--- src/rtl/pipx_pkg.sv ---
// pipx_pkg: shared types, constants and helper functions of the palette expander
// used by every rtl module of the block except pipx_ram; depends on nothing else

package pipx_pkg;

    // palette store and row geometry
    localparam int PAL_ENTRIES   = 256;
    localparam int PAL_AW        = (PAL_ENTRIES > 1) ? $clog2(PAL_ENTRIES) : 1;
    localparam int MAX_ROW_WIDTH = 4096;

    // fixed field widths
    localparam int IDX_W   = 8;
    localparam int ARGB_W  = 32;
    localparam int COL_W   = 12;
    localparam int ROW_W   = 13;
    localparam int CFG_W   = 13;
    localparam int CFG_IW  = 2;

    localparam logic [7:0] ALPHA_OPAQUE = 8'hff;
    localparam int         GRAY_MAX     = 255;

    // configuration register indexes
    typedef enum logic [CFG_IW-1:0] {
        CFG_DEPTH     = 2'd0,
        CFG_GRAY      = 2'd1,
        CFG_ROW_WIDTH = 2'd2
    } t_cfg_idx;

    // bits per pixel codes
    typedef enum logic [1:0] {
        DEPTH_1 = 2'd0,
        DEPTH_2 = 2'd1,
        DEPTH_4 = 2'd2,
        DEPTH_8 = 2'd3
    } t_depth;

    // input item functions
    typedef enum logic {
        FUNC_LOAD  = 1'b0,
        FUNC_PIXEL = 1'b1
    } t_func;

    typedef struct packed {
        logic                func;
        logic [IDX_W-1:0]    entry_index;
        logic [ARGB_W-1:0]   entry_argb;
        logic [7:0]          packed_byte;
    } t_in_item;

    typedef struct packed {
        logic [ARGB_W-1:0]   argb;
        logic [COL_W-1:0]    column;
        logic                last_of_byte;
        logic                row_end;
    } t_out_item;

    // one pixel leaving the unpacker
    typedef struct packed {
        logic                valid;
        logic [IDX_W-1:0]    idx;
        logic [COL_W-1:0]    column;
        logic                last_of_byte;
        logic                row_end;
    } t_pix;

    // palette write request
    typedef struct packed {
        logic                en;
        logic [IDX_W-1:0]    addr;
        logic [ARGB_W-1:0]   data;
    } t_pal_wr;

    // opaque gray ramp level, idx*255/(levels-1)
    function automatic logic [7:0] gray_level(input logic [IDX_W-1:0] idx, input t_depth depth);
        logic [15:0] prod;
        begin
            unique case (depth)
                DEPTH_1: prod = idx[0] ? 16'(GRAY_MAX) : 16'd0;
                DEPTH_2: prod = 16'(idx[1:0]) * 16'(GRAY_MAX / 3);
                DEPTH_4: prod = 16'(idx[3:0]) * 16'(GRAY_MAX / 15);
                DEPTH_8: prod = 16'(idx);
                default: prod = 16'd0;
            endcase
            return prod[7:0];
        end
    endfunction

endpackage

--- src/rtl/pipx_unpack.sv ---
// pipx_unpack: input register, msb-first pixel slicer and row column counter
// depends on pipx_pkg

module pipx_unpack
    import pipx_pkg::*;
(
    input  logic             i_clk,
    input  logic             i_rst_n,
    input  logic             i_valid,
    input  t_in_item         i_item,
    output logic             o_stall,
    input  t_depth           i_depth,
    input  logic [ROW_W-1:0] i_width,
    input  logic             i_s2_ready,
    output t_pix             o_pix,
    output t_pal_wr          o_wr
);

    logic              r_busy;
    logic              r_func;
    logic [7:0]        r_byte;
    logic [2:0]        r_slot;
    logic [IDX_W-1:0]  r_entry;
    logic [ARGB_W-1:0] r_argb;
    logic [COL_W-1:0]  r_col;

    logic [IDX_W-1:0]  idx;
    logic [7:0]        byte_shift;
    logic [2:0]        last_slot;
    logic [COL_W-1:0]  col_eff;
    logic [ROW_W-1:0]  col_inc;
    logic              row_end;
    logic              pix_valid;
    logic              issue;
    logic              done;
    logic              accept;

    always_comb begin
        unique case (i_depth)
            DEPTH_1: begin
                idx        = IDX_W'(r_byte[7]);
                byte_shift = {r_byte[6:0], 1'b0};
                last_slot  = 3'd7;
            end
            DEPTH_2: begin
                idx        = IDX_W'(r_byte[7:6]);
                byte_shift = {r_byte[5:0], 2'b0};
                last_slot  = 3'd3;
            end
            DEPTH_4: begin
                idx        = IDX_W'(r_byte[7:4]);
                byte_shift = {r_byte[3:0], 4'b0};
                last_slot  = 3'd1;
            end
            DEPTH_8: begin
                idx        = r_byte;
                byte_shift = 8'd0;
                last_slot  = 3'd0;
            end
            default: begin
                idx        = r_byte;
                byte_shift = 8'd0;
                last_slot  = 3'd0;
            end
        endcase
    end

    // a column left beyond a lowered row width restarts the row
    assign col_eff   = ({1'b0, r_col} >= i_width) ? '0 : r_col;
    assign col_inc   = {1'b0, col_eff} + ROW_W'(1);
    assign row_end   = (col_inc == i_width);

    assign pix_valid = r_busy && (r_func == FUNC_PIXEL);
    assign issue     = pix_valid && i_s2_ready;
    assign done      = r_busy && ((r_func == FUNC_LOAD) ||
                                  (issue && ((r_slot == last_slot) || row_end)));
    assign o_stall   = r_busy && !done;
    assign accept    = i_valid && !o_stall;

    always_ff @(posedge i_clk) begin
        if (!i_rst_n) begin
            r_busy <= 1'b0;
            r_col  <= '0;
        end else begin
            if (accept) begin
                r_busy <= 1'b1;
            end else if (done) begin
                r_busy <= 1'b0;
            end
            if (issue) begin
                r_col <= row_end ? '0 : col_inc[COL_W-1:0];
            end
        end
    end

    always_ff @(posedge i_clk) begin
        if (accept) begin
            r_func  <= i_item.func;
            r_byte  <= i_item.packed_byte;
            r_slot  <= 3'd0;
            r_entry <= i_item.entry_index;
            r_argb  <= i_item.entry_argb;
        end else if (issue) begin
            r_byte <= byte_shift;
            r_slot <= r_slot + 3'd1;
        end
    end

    always_comb begin
        o_pix.valid        = pix_valid;
        o_pix.idx          = idx;
        o_pix.column       = col_eff;
        o_pix.last_of_byte = (r_slot == last_slot) || row_end;
        o_pix.row_end      = row_end;
        o_wr.en            = r_busy && (r_func == FUNC_LOAD);
        o_wr.addr          = r_entry;
        o_wr.data          = r_argb;
    end

endmodule

--- config.mk ---
export PLATFORM = sky130hd
export DESIGN_NAME = pipx_unpack
export DESIGN_NICKNAME = d
export VERILOG_FILES = /design/src/rtl/pipx_pkg.sv /design/src/rtl/pipx_unpack.sv
export SDC_FILE = /design/constraint.sdc
export NUM_CORES = 1
export LEC_CHECK = 0
export BUFFER_PORTS_ARGS = -buffer_cell sky130_fd_sc_hd__buf_2
export CORE_UTILIZATION = 45
export CTS_CLUSTER_DIAMETER = 100
export DETAILED_ROUTE_END_ITERATION = 7
export GPL_ROUTABILITY_DRIVEN = 0
export GPL_TIMING_DRIVEN = 0
export PLACE_DENSITY = 0.76
export SETUP_SLACK_MARGIN = 0.3
export SLEW_MARGIN = 10
export SYNTH_ARGS = -nofsm -noshare
export SYNTH_HDL_FRONTEND = slang
export SYNTH_SLANG_ARGS = --single-unit
--- constraint.sdc ---
create_clock -name i_clk -period 5.3 [get_ports i_clk]
set_clock_uncertainty 0.2 [all_clocks]
set_input_delay 0.53 -clock i_clk [delete_from_list [all_inputs] [get_ports i_clk]]
set_output_delay 0.53 -clock i_clk [all_outputs]
set_load 0.01 [all_outputs]
==> flow_summary.ini <==
[logic_synthesis]
yosysTopAreaCellShare_pct = 38.1
synthTopCellsByCount = 49 x edfxtp_1, 36 x nand2_1, 26 x a21oi_1
ys_warn_count = 0
yosysMostFrequentCell = edfxtp_1
yosys.area.top_type = edfxtp_1
synth_cells = 370
ys_dominant_reg_cell = edfxtp_1
syn_avg_cell_area_sq_um = 10.4
synth_edf_count = 49
synth_cell_types = 64
synth_fp_nets = 452
synth_area_leaders = edfxtp_1 38%, dfxtp_1 8.3%, ha_1 4.5%, nand2_1 3.5%, a21oi_1 3.4%
synth_area_sq_um = 3860
synthArstFlopShare_pct = 0
ys_ff_latch = 65
yosysSeqAreaShare_pct = 46.4

[global_route]
grt_most_used_layer = met2
grt_start_max_net_pins = 15
grt_pass1_wl_mm = 16.0
antenna_found_initial = 0
grt_usage_pct = 23.5
grt.met1_usage_pct = 30.3
met2_usage_pct = 38.0
grt_use_met3_pct = 6.76
grt.overflow.total = 0
grt_pass1_vias = 3315

[setup_path]
cp.arrival_ns = 4.15
required_ns = 4.57
cp_cell_sequence = buf_4 -> inv_1 -> ha_4 -> nand4_1 -> o221ai_2 -> a31oi_4 -> buf_8 -> and3_4 -> ha_4 -> buf_6 -> clkinvlp_4 -> o31a_1 -> or3_1 -> a311o_1 -> a22oi_4 -> nand4_4 -> o21ai_4 -> a21oi_2 -> buf_2
slowest_stage = or3_1
crit_type = in2out
cp_top_family = compound AO/OA/AOI/OAI gates
cp_slowest_stage_delay_ns = 0.39
worst_setup_path_end_kind = output port
path_buf_inv = 6
crit_path_start_kind = primary input
cpMostUsedCell = ha_4
worstPathMaxFanout = 7

[routing]
vias = 3590
routed_wl_mm = 10.5
vias_per_cell = 5.58
first_pass_iters = 5
antenna_left = 0
drc_errors = 0
wire_per_inst_microns = 16.3
drtIter0Drc = 183

[sta]
fin_crit_sh_pct = 92.1
worst_slew_pin_slew_ns = 1.01
hold_viol_final = 0
max_freq_mhz = 205
rsz0062_at_grt = false
max-slew-margin-rel_pct = 32.2
maxSlewViolCount = 0
setup_ws_ns = 0.420
fin_setup_tns_ns = 0
setup_viol = 0
period_needed_ns = 4.88

[floorplanning]
dieArea_sq_um = 8960
start_util_pct = 46.8
io_pins = 133
rows = 33
coreArea_sq_um = 8260
die_w_microns = 94.6
die_h_microns = 94.6

[finish]
finalNetCount = 615
final_cell_area_sq_um = 5250
syn_to_final_growth_pct = 35.9
fin_util_pct = 63.6
drive_gt1_share_pct = 42.8
antenna_cells = 0
fillers = 699

[power_and_ir_drop]
switchingPower_uw = 350
total_power_uw = 1260
p_clk_share_pct = 35.0
netSwitchingFraction_pct = 27.7
p_comb_share_pct = 16.6
p_int_uw = 913
p_leak_uw = 0.00235
p_per_area_nw_per_um2 = 241
seq_power_share_pct = 48.4
ir_drop_v = 0.000264

[min_path]
min-delay-path-class = in2reg

[cts]
cts_inserted_buffers = 9
cts_tree = built
path_clk_slew_ns = 0.08
clock_sinks = 65
cts_buffer_depth = 2
cts_root_buf = clkbuf_8
worstSkewPairLatency_ns = 0.34
htree_levels = 3

[outcome]
outcome = completed

[placed_design]
dpl_cell_area_sq_um = 4700
post-place-ws_ns = -0.463
io_buffer_count = 131
hpwl_mm = 7.43

[flow_run]
drv_cap = 0
what timing repair did:
| action | in CTS | in global routing |
|---|---|---|
| endpoints found under the setup margin | 51 | 51 |
| hold buffers | 0 | 0 |
| gates resized for setup | 9 | 35 |
| pin swaps | 4 | 15 |
| gates cloned | 3 | 0 |
| setup buffers | 8 | 10 |
cell usage in the layout (no fill, tap or decap), types with 3 or more instances in the layout:
cell        count
o211ai_1        4
ha_1            7
a31oi_1         3
or3_1           3
ha_4            7
dfxtp_4         4
nand2_1        34
nand4_1         4
buf_2         132
xnor3_1         3
a211oi_1        5
a32o_1          4
clkbuf_8        9
clkbuf_1       11
and4b_1         3
edfxtp_1       49
nor2b_1         7
nand3_1         9
o21ai_0         9
dfxtp_2         3
a21oi_1        24
inv_1          20
o221ai_1        5
nor4b_1         3
nor4_1          8
mux2_4          7
xnor2_1         4
nor2_1         19
clkinvlp_4      5
and3_1         18
mux2i_1         5
dfxtp_1         9
buf_6           4
buf_4          25
nor3_1          3
xor2_1          6
per-layer routing:
metal	vias up	wire, microns
met5	-	0
met4	0	113
met3	16	790
met2	139	5290
met1	1709	4300
li1	1726	-
power groups by stage:
stage / Combinational (uW) / Sequential (uW) / Clock, uW
after floorplan: 95.1 / 636 / 0
after global placement: 185 / 623 / 0
after detailed placement: 190 / 625 / 0
after CTS: 200 / 613 / 450
after global routing: 229 / 616 / 468
final: 209 / 611 / 443
through the flow:
stage | hold WS [ns] | std cells
2_1_floorplan | 0.283 | 370
3_3_place_gp | 0.302 | 606
3_5_place_dp | 0.306 | 606
4_1_cts | 0.142 | 633
5_1_grt | 0.135 | 643
6_report | 0.153 | 643
layout make-up:
type                            count  area (sq um)  area share, %
Clock buffer                        9           124           2.36
Clock inverter                      7          86.3           1.64
Inverter                           25           101           1.93
Sequential cell                    65          1810           34.5
Multi-Input combinational cell    255          2020           38.5
Tap cell                          105           131           2.50
Buffer                             25           161           3.07
Timing Repair Buffer              149           793           15.1
Timing Repair inverter              3          20.0          0.381
path summary, 6_finish.rpt:
| path | startpoint | end | slack [ns] | depth (start not counted) |
|---|---|---|---|---|
| worst max register to register | r_col[1] | r_argb[23] | 0.49 | 18 |
| worst min register to register | r_slot[0] | r_slot[0] | 0.32 | 2 |
| worst min-delay path | i_item[33] | r_argb[25] | 0.15 | 1 |
| worst max-delay path | i_width[3] | o_stall | 0.42 | 19 |
state kept, by name, indices dropped and copies added (netlist names):
| name | flops |
|---|---|
| r_byte | 8 |
| r_argb | 32 |
| r_busy | 1 |
| r_col | 12 |
| r_func | 1 |
| r_slot | 3 |
| r_entry | 8 |
kinds of logic (layout without fill, tap and decap cells):
family	Yosys count	in the layout	share of synthesized area (%)
buffers and inverters	50	218	5.96
flip-flops	65	65	46.4
multiplexers	13	13	4.60
adder cells (fa/ha/maj)	14	14	4.54
AND/OR/NAND/NOR	129	129	18.3
AO/OA/AOI/OAI	86	86	16.2
XOR/XNOR	13	13	4.02
Power figures use the tool's default switching activity.
